--- src/rtl/core/tccw_pkg.sv ---
// Shared types and constants for the text console cell writer.
// No dependencies; imported by every module of the block.
package tccw_pkg;

  localparam int CELL_AW = 12;   // covers the largest screen, 128 x 32 cells
  localparam int COL_W   = 7;
  localparam int ROW_W   = 5;
  localparam int OFF_W   = 11;

  typedef enum logic [1:0] {
    CMD_PUT   = 2'd0,
    CMD_SETXY = 2'd1,
    CMD_CLEAR = 2'd2,
    CMD_READ  = 2'd3
  } cmd_t;

  localparam logic [7:0] CH_BS    = 8'h08;
  localparam logic [7:0] CH_TAB   = 8'h09;
  localparam logic [7:0] CH_LF    = 8'h0A;
  localparam logic [7:0] CH_CR    = 8'h0D;
  localparam logic [7:0] CH_SPACE = 8'h20;
  localparam logic [7:0] CH_LAST  = 8'h7F;

  localparam logic [15:0] RESET_BLANK = 16'h0F20;

  localparam logic REG_FG = 1'b0;
  localparam logic REG_BG = 1'b1;

  typedef struct packed {
    logic [1:0]       cmd;
    logic [7:0]       char_code;
    logic [COL_W-1:0] pos_x;
    logic [ROW_W-1:0] pos_y;
    logic [10:0]      cell_index;
  } in_item_t;

  typedef struct packed {
    logic [OFF_W-1:0] cursor_offset;
    logic [15:0]      cell_word;
    logic             scrolled;
  } out_item_t;

  // One classified item on its way to the memory engine.
  typedef struct packed {
    logic               wr;
    logic               scr;
    logic               clr;
    logic               rd;
    logic [CELL_AW-1:0] addr;
    logic [15:0]        char_word;
    logic [15:0]        blank;
    logic [OFF_W-1:0]   off;
  } op_t;

endpackage

--- src/rtl/core/tccw_queue.sv ---
// Two-entry queue of decoded operations between front end and engine.
// Depends on tccw_pkg.
module tccw_queue import tccw_pkg::*; (
  input  logic clk,
  input  logic rst_n,
  input  logic wr_en,
  input  op_t  wr_op,
  output logic full,
  input  logic rd_en,
  output op_t  rd_op,
  output logic valid
);

  op_t        mem_r [2];
  logic       wp_r, rp_r;
  logic [1:0] cnt_r;

  assign full  = (cnt_r == 2'd2);
  assign valid = (cnt_r != 2'd0);
  assign rd_op = mem_r[rp_r];

  always_ff @(posedge clk) begin
    if (wr_en) mem_r[wp_r] <= wr_op;
  end

  always_ff @(posedge clk) begin
    if (!rst_n) begin
      wp_r  <= 1'b0;
      rp_r  <= 1'b0;
      cnt_r <= 2'd0;
    end else begin
      if (wr_en) wp_r <= ~wp_r;
      if (rd_en) rp_r <= ~rp_r;
      cnt_r <= cnt_r + 2'(wr_en) - 2'(rd_en);
    end
  end

endmodule

--- config.mk ---
export PLATFORM = sky130hd
export DESIGN_NAME = tccw_queue
export DESIGN_NICKNAME = d
export VERILOG_FILES = /design/src/rtl/core/tccw_pkg.sv /design/src/rtl/core/tccw_queue.sv
export SDC_FILE = /design/constraint.sdc
export NUM_CORES = 1
export LEC_CHECK = 0
export ABC_AREA = 1
export CAP_MARGIN = 10
export CORE_MARGIN = 4
export CORE_UTILIZATION = 40
export DETAILED_ROUTE_END_ITERATION = 6
export DONT_BUFFER_PORTS = 1
export SYNTH_ARGS = -nofsm -noshare
export SYNTH_HDL_FRONTEND = slang
export SYNTH_SLANG_ARGS = --single-unit
--- constraint.sdc ---
create_clock -name clk -period 5.4 [get_ports clk]
set_input_delay 1.08 -clock clk [delete_from_list [all_inputs] [get_ports clk]]
set_output_delay 1.08 -clock clk [all_outputs]
set_load 0.1 [all_outputs]
* Word level (Yosys, flattened, before mapping)
Memories as Yosys holds them, arrays and structs flattened. A register that Yosys moved wholly into a read port is not among the register bits.
Index checks and enable logic that the tools add are counted.
** Operators by class
- Div/mod/pow operators :: 0
- Mux-type cells :: 4
- Multipliers :: 0
- Order comparisons :: 0
- $add $sub $neg :: 2
- Reduce and logical (&&, ||, !) cells :: 1
- Shift-type cells :: 0
- Equal/unequal tests :: 1
- Bitwise gates (word level) :: 2
** Operator list (number)
- 2-to-1 mux 1 bit :: 4
- adder 2 x 1 -> 2 bit :: 1
- equality test 2 bit (second input constant) :: 1
- inverter 1 bit :: 2
- nonzero test 2 bit :: 1
- subtractor 2 x 1 -> 2 bit :: 1
** Storage, ports and cells
- Bits in latches :: 0
- Logic and storage cells :: 14
- Memory bits (writable) :: 118
- Input bits :: 63
- Output and inout bits :: 61
- Register bits after elaboration :: 4
- Memories :: 1
- Memory bits (read-only) :: 0
** Memory list
- mem_r :: words 2, bits a word 59, read ports 1, clocked after Yosys merged registers in 1, write ports 1, line tccw_queue.sv:14 : op_t mem_r [2];

* Depth between registers and ports, before layout
- Word-level depth :: 3
- Mapped depth :: 9
- Gate-level depth less buffers :: 9

* Worst setup path after synthesis
No wires, ideal clock.
- Path kind :: input-to-reg
- From :: input wr_en
- To :: memory mem_r[0][0] in the netlist's numbering, enable pin
- Path slack :: 1.327 ns
- Cell stages on the path :: 2
- Library setup time :: 0.478 ns
- Arrival :: 3.595 ns
- Buffers on the path :: 0
- Data required time :: 4.922 ns
- Cells stage by stage :: inv_1 > nor2_1
** Between the ends
- Longest elaborated chain between the ends :: 2
** RTL lines
- start, declared :: line tccw_queue.sv:6 : input logic wr_en,
- 2-to-1 mux 1 bit :: line tccw_queue.sv:23 : if (wr_en) mem_r[wp_r] <= wr_op;
- 2-to-1 mux 1 bit (implied by the code) :: line tccw_queue.sv:23
- end, declared :: line tccw_queue.sv:14
No other way between the ends.

==> run summary <==
Of all cell types, the one taking the most synthesized area is edfxtp_1. The area after detailed placement was 0.00468 mm²; the vertical extent of the die was 114 µm. The overall overflow remaining after global route came out at 0.

The kind of cell with the highest combined delay along the critical path is flip-flops. The clock transition at the registers of the reported paths is 50 ps, and the number of top-level pins is 124. Number of clock sinks: 123. Number of hold violations in the final report: 0. The final layout contains routed wiring with a total length of 7.44 mm. Setup repair after global routing left no endpoint under its margin. The H-tree was split into 4 levels.

The tree is rooted in a clkbuf_16. The number of standard cells in the layout, taps in and fillers out was 385; the final cell utilization of the core was 0.478. The maximum clock frequency was 284 MHz; the number of hold-repair buffers added at the cts stage was 0.

Yosys mapped the design onto 13 distinct sky130hd cell types. The commonest register cell after synthesis was edfxtp_1. The number of gates resized after cts was 0; the number of storage elements in the synthesis netlist was 123. The run finished with clean final reports. The logs give 0 for the number of pins exceeding their max-slew limit in the final report and 0.805 for the part of the Yosys area used for sequential elements. The slack of the critical path is 1880 ps, and the number of instances in the placed design is 353. By area the synthesized netlist is led by edfxtp_1 78%, mux2_2 12%, mux2_4 3.3%, dfxtp_1 2.2%, nand2_1 0.75%. In this run the post-CTS setup repair buffer count came out at 0. Share of async-settable or async-resettable flops after synthesis: 0. Area share of the leading cell type in the synthesized netlist: 0.783. The chip width was 114 µm.

The tools report the relative slew slack as 0.296. Power spread over the standard cell area amounts to 493 mW/mm². Summing all multi-input logic gate instances after layout gives 811 µm². The shortest period the worst path allows came out at 3520 ps. The first global-routing pass estimated 11.3 mm of wire. The overall power consumption is 2.58 mW, and the share of post-route cells with drive strength above 1 is 0.367. Maximum fanout along the worst path: 36. In the final design database the tool counted 297 nets. The logs give 4 for the detailed-routing iteration count for the pre-antenna-repair pass and 0 ps for the final sum of negative setup slack. The run gives 0.0131 mm² as the overall die area.

The critical path goes through buf_4, mux2_2. In the final routed layout, each cell accounts on average for 19.3 µm. Across the run, the number of max-cap violations was 0. Type of the setup path with the least slack: reg2out. The number of clock buffers added by TritonCTS is 17. The kind of start point of the critical path is a flip-flop.

The run gives 2440 ps as the critical path arrival. Row generation in the floorplan step produced 38 rows. The total vias in the final route was 1874. The tools report the number of nets produced by synthesis as 282.

The final setup violation count was 0. The number of buffers and inverters on the critical path was 1; the largest net degree at the start of global routing was 48. The commonest cells after synthesis are 118 x edfxtp_1, 49 x mux2_2, 10 x mux2_4. The cell count after synthesis was 217; the number of remaining DRC errors was 0. The detailed router finished its first iteration with 93 violations. The clock arrives with 7.06 ps of skew. The number of antenna violations at the first check in global routing was 0.

Yosys mapped a number of flops with a built-in enable equal to 118. The min-delay analysis places its worst path in the category reg2reg. The maximum buffer depth of the clock tree is 2, and the total inserted antenna cells is 0. The average instance in the mapped netlist occupies 20.9 µm². The slowest library cell on the worst path is dfxtp_2.

The HPWL after detailed placement came out at 4.75 mm. The number of global-route vias before repair was 2064; the largest stage delay on the critical path was 960 ps. In the routed layout, each cell is associated on average with a via count of 4.87. TritonCTS built the clock tree.

The maximum vdd drop was 0.000215 V; the netlist area before placement was 0.00453 mm². By instance count, the leading cell after synthesis is edfxtp_1. The final-layout fill cell count was 943; the total track usage was 0.118. The core region is 0.0109 mm². STA puts the critical path data required time at 4320 ps. The tightest hold path in the finished design has a slack of 494 ps.

Clock insertion delay at the later pin of the skew report: 400 ps. The actual transition at the worst max-transition pin is 1060 ps, and the post-synthesis to final-layout area growth is 15.3%. The synthesis warning total is 0. Across the whole layout, storage elements account for 0.00364 mm². The post-place setup slack was 2240 ps; the quantity of I/O buffers inserted on ports was 0. Final weighted congestion of routability-driven global placement: 0.709. The logs give 0 for the final antenna-violating net count and 0.414 for the initial cell density of the core. Static leakage: 1.78 nW. Final clock period utilization by the worst path: 0.652.

Endpoint class of the critical path: an output pin. The cell area after layout was 0.00522 mm².
layout by cell type, fill, tap and decap left out, drive strengths merged:
| cell type | count |
|---|---|
| clkbuf | 21 |
| mux2 | 59 |
| dfxtp | 5 |
| buf | 3 |
| nor2 | 8 |
| nand2 | 9 |
| a21oi | 1 |
| edfxtp | 118 |
| nand3 | 1 |
| ha | 2 |
| clkinvlp | 1 |
| bufinv | 2 |
| inv | 7 |
| clkinv | 8 |
flip-flops by register name, indices dropped and copies added, names as in the netlist, named ones only:
name,cells
mem_r,118
wp_r,1
rp_r,1
cnt_r,2
where the power goes:
group / internal [mW] / switching (mW)
Combinational: 0.0549 / 0.370
Clock: 0.667 / 0.357
Sequential: 1.11 / 0.0208
Total: 1.83 / 0.749
cells by family (layout without fill, tap and decap cells):
group	Yosys count	count (layout)	share of synthesized area
DFF	123	123	0.805
adders and majority gates	2	2	0.00553
muxes	59	59	0.155
AOI/OAI and AO/OA	1	1	0.00110
and+or+nand+nor	18	18	0.0152
buffers and inverters	14	42	0.0185
metal layers:
| layer | share of wire | global-route usage |
|---|---|---|
| met5 | 0 | 0 |
| met4 | 0.016 | 0.0570 |
| met3 | 0.098 | 0.0650 |
| met2 | 0.50 | 0.186 |
| met1 | 0.39 | 0.129 |
worst register-to-register path, stage by stage (launching register included):
cell	delay, ps
dfxtp_1	400
nand2_1	100
inv_2	490
buf_4	530
cell type report:
| type | instances | share of cell area |
|---|---|---|
| clock buffer | 21 | 0.0843 |
| clock inverter | 11 | 0.0196 |
| inverter | 7 | 0.00503 |
| multi-input combinational | 80 | 0.155 |
| sequential | 123 | 0.698 |
| tap | 140 | 0.0335 |
| timing repair buffer | 3 | 0.00431 |
path summary, 6_finish.rpt:
check | cells past startpoint | slack, ps | startpoint | to
min reg2reg | 2 | 490 | rp_r | flip-flop
max reg2reg | 3 | 3510 | wp_r | mem_r[1][2]
max | 2 | 1880 | flip-flop | rd_op[31]
min | 2 | 490 | rp_r | flip-flop
No activity file was read; power rests on OpenSTA's default activity.
