`src/rtl/core/tccw_pkg.sv`:
```
// Shared types and constants for the text console cell writer.
// No dependencies; imported by every module of the block.
package tccw_pkg;

  localparam int CELL_AW = 12;   // covers the largest screen, 128 x 32 cells
  localparam int COL_W   = 7;
  localparam int ROW_W   = 5;
  localparam int OFF_W   = 11;

  typedef enum logic [1:0] {
    CMD_PUT   = 2'd0,
    CMD_SETXY = 2'd1,
    CMD_CLEAR = 2'd2,
    CMD_READ  = 2'd3
  } cmd_t;

  localparam logic [7:0] CH_BS    = 8'h08;
  localparam logic [7:0] CH_TAB   = 8'h09;
  localparam logic [7:0] CH_LF    = 8'h0A;
  localparam logic [7:0] CH_CR    = 8'h0D;
  localparam logic [7:0] CH_SPACE = 8'h20;
  localparam logic [7:0] CH_LAST  = 8'h7F;

  localparam logic [15:0] RESET_BLANK = 16'h0F20;

  localparam logic REG_FG = 1'b0;
  localparam logic REG_BG = 1'b1;

  typedef struct packed {
    logic [1:0]       cmd;
    logic [7:0]       char_code;
    logic [COL_W-1:0] pos_x;
    logic [ROW_W-1:0] pos_y;
    logic [10:0]      cell_index;
  } in_item_t;

  typedef struct packed {
    logic [OFF_W-1:0] cursor_offset;
    logic [15:0]      cell_word;
    logic             scrolled;
  } out_item_t;

  // One classified item on its way to the memory engine.
  typedef struct packed {
    logic               wr;
    logic               scr;
    logic               clr;
    logic               rd;
    logic [CELL_AW-1:0] addr;
    logic [15:0]        char_word;
    logic [15:0]        blank;
    logic [OFF_W-1:0]   off;
  } op_t;

endpackage

```
`src/rtl/core/tccw_front.sv`:
```
// Front end: cursor tracking and command decode into memory operations.
// Depends on tccw_pkg.
module tccw_front import tccw_pkg::*; #(
  parameter int COLUMNS  = 80,
  parameter int ROWS     = 25,
  parameter int TAB_STOP = 8
) (
  input  logic     clk,
  input  logic     rst_n,
  input  logic     accept,
  input  in_item_t in_item,
  input  logic [3:0] fg,
  input  logic [3:0] bg,
  output op_t      op
);

  localparam int NSTOP = COLUMNS / TAB_STOP + 1;
  localparam int NCELL = COLUMNS * ROWS;

  logic [COL_W-1:0] col_r, col_nxt;
  logic [ROW_W-1:0] row_r, row_nxt;
  logic [7:0]       c_n;
  logic [5:0]       r_n;
  logic [7:0]       tab_c;
  logic [15:0]      attr_hi;

  always_comb begin
    tab_c = 8'(COLUMNS + TAB_STOP);
    for (int k = NSTOP; k >= 1; k--) begin
      if (8'(k * TAB_STOP) > {1'b0, col_r}) tab_c = 8'(k * TAB_STOP);
    end
  end

  assign attr_hi = {bg, fg, 8'h00};

  always_comb begin
    op       = '0;
    op.blank = attr_hi | {8'h00, CH_SPACE};
    c_n      = {1'b0, col_r};
    r_n      = {1'b0, row_r};
    unique case (in_item.cmd)
      CMD_PUT: begin
        op.addr      = CELL_AW'(row_r) * CELL_AW'(COLUMNS) + CELL_AW'(col_r);
        op.char_word = attr_hi | {8'h00, in_item.char_code};
        priority if (in_item.char_code == CH_BS) begin
          if (col_r != '0) c_n = {1'b0, col_r} - 8'd1;
        end else if (in_item.char_code == CH_TAB) begin
          c_n = tab_c;
        end else if (in_item.char_code == CH_CR) begin
          c_n = '0;
        end else if (in_item.char_code == CH_LF) begin
          c_n = '0;
          r_n = r_n + 6'd1;
        end else if (in_item.char_code >= CH_SPACE && in_item.char_code <= CH_LAST) begin
          op.wr = 1'b1;
          c_n   = c_n + 8'd1;
        end else begin
          c_n = {1'b0, col_r};
        end
        if (c_n >= 8'(COLUMNS)) begin
          c_n = '0;
          r_n = r_n + 6'd1;
        end
      end
      CMD_SETXY: begin
        c_n = ({1'b0, in_item.pos_x} > 8'(COLUMNS - 1)) ? 8'(COLUMNS - 1)
                                                         : {1'b0, in_item.pos_x};
        r_n = {1'b0, in_item.pos_y};
      end
      CMD_CLEAR: begin
        op.clr = 1'b1;
        c_n    = '0;
        r_n    = '0;
      end
      default: begin
        op.addr = CELL_AW'(in_item.cell_index);
        op.rd   = ({2'b00, in_item.cell_index} < 13'(NCELL));
      end
    endcase
    if (r_n >= 6'(ROWS)) begin
      op.scr = 1'b1;
      r_n    = 6'(ROWS - 1);
    end
    col_nxt = c_n[COL_W-1:0];
    row_nxt = r_n[ROW_W-1:0];
    op.off  = OFF_W'(CELL_AW'(row_nxt) * CELL_AW'(COLUMNS) + CELL_AW'(col_nxt));
  end

  always_ff @(posedge clk) begin
    if (!rst_n) begin
      col_r <= '0;
      row_r <= '0;
    end else if (accept) begin
      col_r <= col_nxt;
      row_r <= row_nxt;
    end
  end

endmodule

```
`config.mk`:
```
export PLATFORM = sky130hd
export DESIGN_NAME = tccw_front
export DESIGN_NICKNAME = d
export VERILOG_FILES = /design/src/rtl/core/tccw_pkg.sv /design/src/rtl/core/tccw_front.sv
export SDC_FILE = /design/constraint.sdc
export NUM_CORES = 1
export LEC_CHECK = 0
export BUFFER_PORTS_ARGS = -buffer_cell sky130_fd_sc_hd__buf_4
export CAP_MARGIN = 20
export CORE_MARGIN = 2
export CORE_UTILIZATION = 43
export CTS_CLUSTER_SIZE = 8
export DETAILED_ROUTE_END_ITERATION = 10
export GPL_TIMING_DRIVEN = 0
export PLACE_DENSITY = 0.78
export RECOVER_POWER = 25
export SLEW_MARGIN = 30
export SYNTH_ARGS = -nofsm -noshare
export SYNTH_HDL_FRONTEND = slang
export SYNTH_SLANG_ARGS = --single-unit
```
`constraint.sdc`:
```
create_clock -name clk -period 6.6 [get_ports clk]
set_input_delay 0 -clock clk [delete_from_list [all_inputs] [get_ports clk]]
set_output_delay 0 -clock clk [all_outputs]
set_load 0.01 [all_outputs]
```
Word-level counts from Yosys, hierarchy flattened --
Index checks and enable logic that the tools add are counted.
Storage, ports and cells: bits in registers 12, bits in latches 0, memory bits (writable) 0, ROM bits 0, input port bits 44, output and inout bits 59, memories kept 0
Operators by class: add/sub/neg operators 6, multipliers 2, div/mod/pow operators 0, $lt $le $gt $ge 16, equality and inequality tests 6, shifts and indexed selects 0, muxes and demuxes 39, bitwise operators 1, reduce and logical (&&, ||, !) cells 5
Operators with widths (number):
- $mux 8 | 15
- $mux 6 | 6
- $eq 8x4->1 const B | 4
- $gt 6x7->1 const A | 4
- $pmux 12 s2 | 1
- $gt 7x7->1 const A | 3
- $pmux 7 s3 | 1
- $pmux 6 s3 | 1
- $mux 16 | 1
- $or 16x8->16 | 1
- $gt 5x7->1 const A | 2
- $mux 7 | 2
- $add 12x7->12 | 1
- $add 11x7->11 | 1
- $lt 11x11->1 const B | 1
- $mux 5 | 2
- $mux 1 | 9
- $add 7x1->8 const B | 1
- $ge 8x6->1 const B | 1
- $ge 8x7->1 const B | 1
- $le 8x7->1 const B | 1
- $mul 5x3->8 const B | 1
- $sub 7x1->8 const B | 1
- $gt 4x7->1 const A | 1
- other kinds (13) | 13

Longest topological paths before layout --
Gate-level depths: netlist of the first run.
word-level depth 21, depth in mapped cells 24

Worst setup path after synthesis of the first run --
OpenSTA, ideal clock, no wires.
path type register to output, start reg col_r[0], end out op[10] (netlist name), arrival 4836 ps, slack 1764 ps, stages on the path, launching flop included 22, buffers on the path 1, cell sequence dfxtp_1 -> buf_6 -> inv_1 -> ha_1 -> nor4_1 -> or3_1 -> a2111oi_1 -> nor4_2 -> a211oi_1 -> o21ai_1 -> a221o_2 -> nand2_1 -> nor2_1 -> ha_1 -> ha_1 -> inv_1 -> fa_1 -> or2_2 -> o21ai_0 -> or4b_2 -> o21ai_0 -> xor2_1
RTL lines:
- start: declaration | line tccw_front.sv:20 | logic [COL_W-1:0] col_r, col_nxt;
- start signal: assignment | line tccw_front.sv:94 | col_r <= col_nxt;
- end: declaration | line tccw_front.sv:14 | output op_t op

==> results of run 1 <==
area by class of cell:
type                            count  area share (%)
Tap cell                           77            2.60
Multi-Input combinational cell    340            64.1
Timing Repair Buffer               92            17.1
Inverter                           16            1.62
Clock buffer                        4            1.49
Sequential cell                    12            6.49
Buffer                             41            6.55
layout by cell type, fill, tap and decap left out, types with 9 or more instances in the layout:
master / count
a21o_1: 9
a21oi_1: 17
and2_1: 18
buf_4: 98
clkbuf_1: 31
dfxtp_1: 12
ha_1: 23
inv_1: 15
nand2_1: 38
nor2_1: 32
nor3_1: 10
o21ai_0: 24
xnor2_1: 10
sequential cells by signal, indices dropped and copies added (netlist names):
| signal | flops |
|---|---|
| col_r | 7 |
| row_r | 5 |
metal layers:
layer	GRT usage [%]	wire length [um]	up-vias
met3	3.95	896	17
met2	41.0	4230	177
met4	5.19	136	0
met5	0	0	-
met1	31.3	3850	1561
li1	-	-	1671
worst paths after layout:
path	endpoint	from	slack [ns]	cells after the start
max	op[10]	col_r[0]	0.71	22
min	row_r[1]	accept	0.11	4
max reg2reg	row_r[3]	col_r[0]	3.24	12
min reg2reg	row_r[1]	row_r[1]	0.70	2
where the power goes:
part,switching [mW],total [mW],leakage (nW),internal [mW]
clock network,0.0274,0.0801,0.0288,0.0527
registers,0.00725,0.0840,0.0987,0.0768
logic,0.115,0.216,1.56,0.101
total,0.149,0.380,1.69,0.231
cell families after synthesis:
group                      Yosys count  share of synthesized area [%]
muxes                                4                           1.38
adders and majority gates           27                           12.7
DFF                                 12                           8.30
buffers and inverters               57                           10.5
other                                2                          0.259
and+or+nand+nor                    166                           32.9
AOI/OAI and AO/OA                  117                           28.6
xor gates and xnor gates            18                           5.45
worst min-delay path, stage by stage:
cell and delay, ns:
buf_4 0.08, inv_1 0.09, nand2_1 0.08, a21boi_1 0.05
per-stage QoR:
stage                     cell area [sq um]  setup WS (ns)  util, %  total power [mW]
after floorplan                        2920           1.76        -             0.217
after global placement                 3700           1.19     57.7             0.297
after detailed placement               3700           1.06     57.7             0.302
after CTS                              3760          0.772     58.5             0.382
after global routing                   3700          0.341     57.7             0.405
final                                  3700          0.714     57.7             0.380
==> reports/qor.yml, run 1 <==
drt-initial-drc-count: 352
cpPeakStageDelay_ns: 0.59
async_flop_share_pct: 0
grt_pass1_wl_um: 14800
path_delay_family: "simple AND/OR/NAND/NOR gates"
grt_usage_pct: 23.9
whs_ns: 0.114
cp.arrival_ns: 5.89
die_x_um: 86.1
worst-path-max-fanout: 9
cts.sinks: 12
cp_common_cell: "ha_1"
gp_congestion: 0.979
cap_violations: 0
rsz0062_at_grt: "no"
fillers: 626
hp-class: "in2reg"
maxSlewViolCount: 0
fp-row-count: 29
viasPerCell: 5.89
antenna_found_initial: 0
fmax_mhz: 170
drtPass1Iterations: 5
cts_max_level: 1
end_kind: "primary output"
yosys_warnings: 0
synth_common_cells: "38 x nand2_1, 32 x nor2_1, 24 x o21ai_0"
cts_buffer_depth: 2
critPathKind: "reg2out"
powerDensity_mw_per_mm2: 103
vias: 3426
core-area_sq_mm: 0.00642
synth_area_sq_mm: 0.00290
ys_types: 74
grt_max_degree: 12
skew_ns: 0.00385
leakagePower_nw: 1.69
drc: 0
initial_core_util_pct: 45.1
syn2layout_area_growth_pct: 27.9
min_period_over_period_pct: 89.2
cts_hold_repair.buffers: 0
fin_cells: 582
synth_most_common_cell: "nand2_1"
post-place-cells: 578
worst_slew_pin_slew_ns: 0.600
yosysTopAreaCell: "ha_1"
portBuffers: 92
final_layout_size_suffix_gt1_share_pct: 25.3
io_pins: 103
die_h_um: 86.1
seqCellArea_sq_um: 240
drt-total-wl_um: 9110
fp.dieArea_sq_mm: 0.00741
crit_path_cell_trace: "buf_6 > inv_1 > ha_1 > or4_1 > a221oi_1 > o32ai_1 > nor2_1 > a2111oi_2 > a211oi_1 > a221o_2 > nand2_1 > nor2_1 > ha_1 > ha_1 > inv_1 > fa_1 > or2_2 > o21ai_0 > or4b_2 > o21ai_0 > xor2_1 > buf_4"
setup_tns_ns: 0
cp.required_ns: 6.60
synth.yosys.seq_area_share_pct: 8.30
multi_input_area_sq_mm: 0.00237
slew_headroom_pct: 59.6
grt_pass1_vias: 3188
ys_seq_elements: 12
cp-start-kind: "flop"
syn_inst: 403
cts_tree: "done"
ys_top_cells_by_area: "ha_1 9.9%, dfxtp_1 8.3%, buf_4 5.4%"
worst-path-buf-inv: 4
ant_nets: 0
wl_per_cell_um: 15.7
diodes: 0
layout.nets: 577
synth-edff-count: 0
numCtsBuffers: 3
setup_viol: 0
synth_top_area_share_pct: 9.94
grt.overflow.total: 0
hold_viol: 0
cts_root_buf: "clkbuf_8"
ir_drop_mv: 0.0967
clkLatencyLatePin_ns: 0.24
cts.repair.resized: 0
period_minus_slack_ns: 5.89
ys.flop_type: "dfxtp_1"
cp_slowest_cell: "or4b_2"
avgSynthCellArea_sq_um: 7.18
dp_hpwl_um: 7460
status: "finished, final reports clean"
clk_pin_slew_ns: 0.06
cts_setup_buffers: 0
Note: power is estimated with default switching activity, not from simulation.
==> inputs of run 2 (changes only) <==
--- a/config.mk
+++ b/config.mk
@@ -8,11 +8,11 @@
 export BUFFER_PORTS_ARGS = -buffer_cell sky130_fd_sc_hd__buf_4
 export CAP_MARGIN = 20
 export CORE_MARGIN = 2
-export CORE_UTILIZATION = 43
+export CORE_UTILIZATION = 50
 export CTS_CLUSTER_SIZE = 8
 export DETAILED_ROUTE_END_ITERATION = 10
 export GPL_TIMING_DRIVEN = 0
-export PLACE_DENSITY = 0.78
+export PLACE_DENSITY = 0.87
 export RECOVER_POWER = 25
 export SLEW_MARGIN = 30
 export SYNTH_ARGS = -nofsm -noshare
==> run 2 against run 1 <==
Net effect: cell area barely moved; critical path depth did not move; largest cell class unchanged; sequential cell count did not move; maximum frequency fell by 0.29%; non-clock buffer count did not move; largest power group unchanged; count of clock-buffer cells in the layout did not move; sequential share of layout area barely moved; first-iteration DRC count fell by 25%; register-to-register slack got worse by 0.08 ns.
==> reports/qor.yml, run 2 (same netlist as run 1, synthesis figures left out) <==
cp-start-kind: "flop"
wl_per_cell_um: 16.2
worst-path-max-fanout: 9
layout.nets: 577
hold_viol: 0
cts_hold_repair.buffers: 0
rsz0062_at_grt: "no"
antenna_found_initial: 0
cts.sinks: 12
final_cell_mix: "100 x buf_4, 38 x nand2_1, 32 x nor2_1, 29 x clkbuf_1, 24 x o21ai_0"
cts.repair.resized: 0
drtPass1Iterations: 6
grt_pass1_vias: 3153
core-area_sq_mm: 0.00554
drt-initial-drc-count: 263
top_regs: "col_r (7), row_r (5)"
fillers: 492
grt.overflow.total: 0
cp.arrival_ns: 5.90
hp-class: "in2reg"
cts_max_level: 1
setup_tns_ns: 0
maxSlewViolCount: 0
syn2layout_area_growth_pct: 28.0
largest_reg_flops: 7
ir_drop_mv: 0.140
cts_tree: "done"
leakagePower_nw: 1.69
dp_hpwl_um: 7570
power_uw: 385
setup_viol: 0
grt_usage_pct: 29.4
fp.dieArea_sq_mm: 0.00642
clk_pin_slew_ns: 0.06
cap_violations: 0
critPathKind: "reg2out"
cts_setup_buffers: 0
initial_core_util_pct: 52.3
clkLatencyLatePin_ns: 0.25
slew_headroom_pct: 55.4
ant_nets: 0
drc: 0
powerDensity_mw_per_mm2: 104
cp.required_ns: 6.60
skew_ns: 0.00454
portBuffers: 92
end_kind: "primary output"
final_layout_size_suffix_gt1_share_pct: 25.7
cts_root_buf: "clkbuf_8"
fp-row-count: 27
largest-register: "col_r"
grt_max_degree: 12
io_pins: 103
mostFrequentLayoutCell: "buf_4"
drt-total-wl_um: 9330
numCtsBuffers: 3
gp_congestion: 0.974
fmax_mhz: 169
vias: 3502
viasPerCell: 6.07
status: "finished, final reports clean"
die_h_um: 80.1
worst_slew_pin_slew_ns: 0.663
cts_buffer_depth: 2
period_minus_slack_ns: 5.90
whs_ns: 0.106
die_x_um: 80.1
min_period_over_period_pct: 89.4
diodes: 0
grt_pass1_wl_um: 15200
[run 2: cell count changes in the layout (fill, tap and decap cells not counted)]
cell / previous run / this run
clkbuf_1: 31 / 29
and2_0: 0 / 2
buf_4: 98 / 100
and2_1: 18 / 16
[run 2: final timing paths]
path / start / end / slack [ns] / cells after the start
worst max-delay path: col_r[0] / op[10] / 0.70 / 22
worst max register to register: col_r[0] / col_r[0] / 3.16 / 11
worst min register to register: row_r[1] / row_r[1] / 0.70 / 2
worst min-delay path: rst_n / row_r[4] / 0.11 / 3
[run 2: worst max-delay path, stage by stage (launching register included)]
cell	delay, ns
dfxtp_1	0.35
buf_6	0.14
inv_1	0.12
ha_1	0.29
or4_1	0.52
a221oi_1	0.31
o32ai_1	0.15
nor2_1	0.33
a2111oi_2	0.13
a211oi_1	0.44
a221o_2	0.26
nand2_1	0.08
nor2_1	0.30
ha_1	0.20
ha_1	0.17
inv_1	0.06
fa_1	0.41
or2_2	0.31
o21ai_0	0.07
or4b_2	0.58
o21ai_0	0.12
xor2_1	0.18
buf_4	0.14
[run 2: power breakdown]
part	switching (mW)	internal (mW)
Sequential	0.00688	0.0768
Clock	0.0290	0.0528
Combinational	0.118	0.102
[run 2: final cells by class]
cell class                      instances  area, sq um  share of cell area (%)
Multi-Input combinational cell        340         2370                    64.1
Timing Repair Buffer                   92          642                    17.3
Buffer                                 41          243                    6.55
Sequential cell                        12          240                    6.48
Tap cell                               72         90.1                    2.43
Inverter                               16         60.1                    1.62
Clock buffer                            4         55.1                    1.49
[run 2: per-stage QoR]
stage	instances	area, sq um	setup slack (ns)	util (%)
3_3_place_gp	573	3700	1.22	66.8
6_report	577	3700	0.697	66.9
4_1_cts	577	3750	0.809	67.8
2_1_floorplan	409	2920	1.76	-
3_5_place_dp	573	3700	1.12	66.8
5_1_grt	577	3700	0.357	66.9
[run 2: layer usage]
metal  wire length, um  track usage [%]  vias up
met5                 0                0        -
met4               239             10.5        0
met3               826             4.38       23
met2              4200             47.3      199
met1              4060             39.6     1605
li1                  -                -     1675
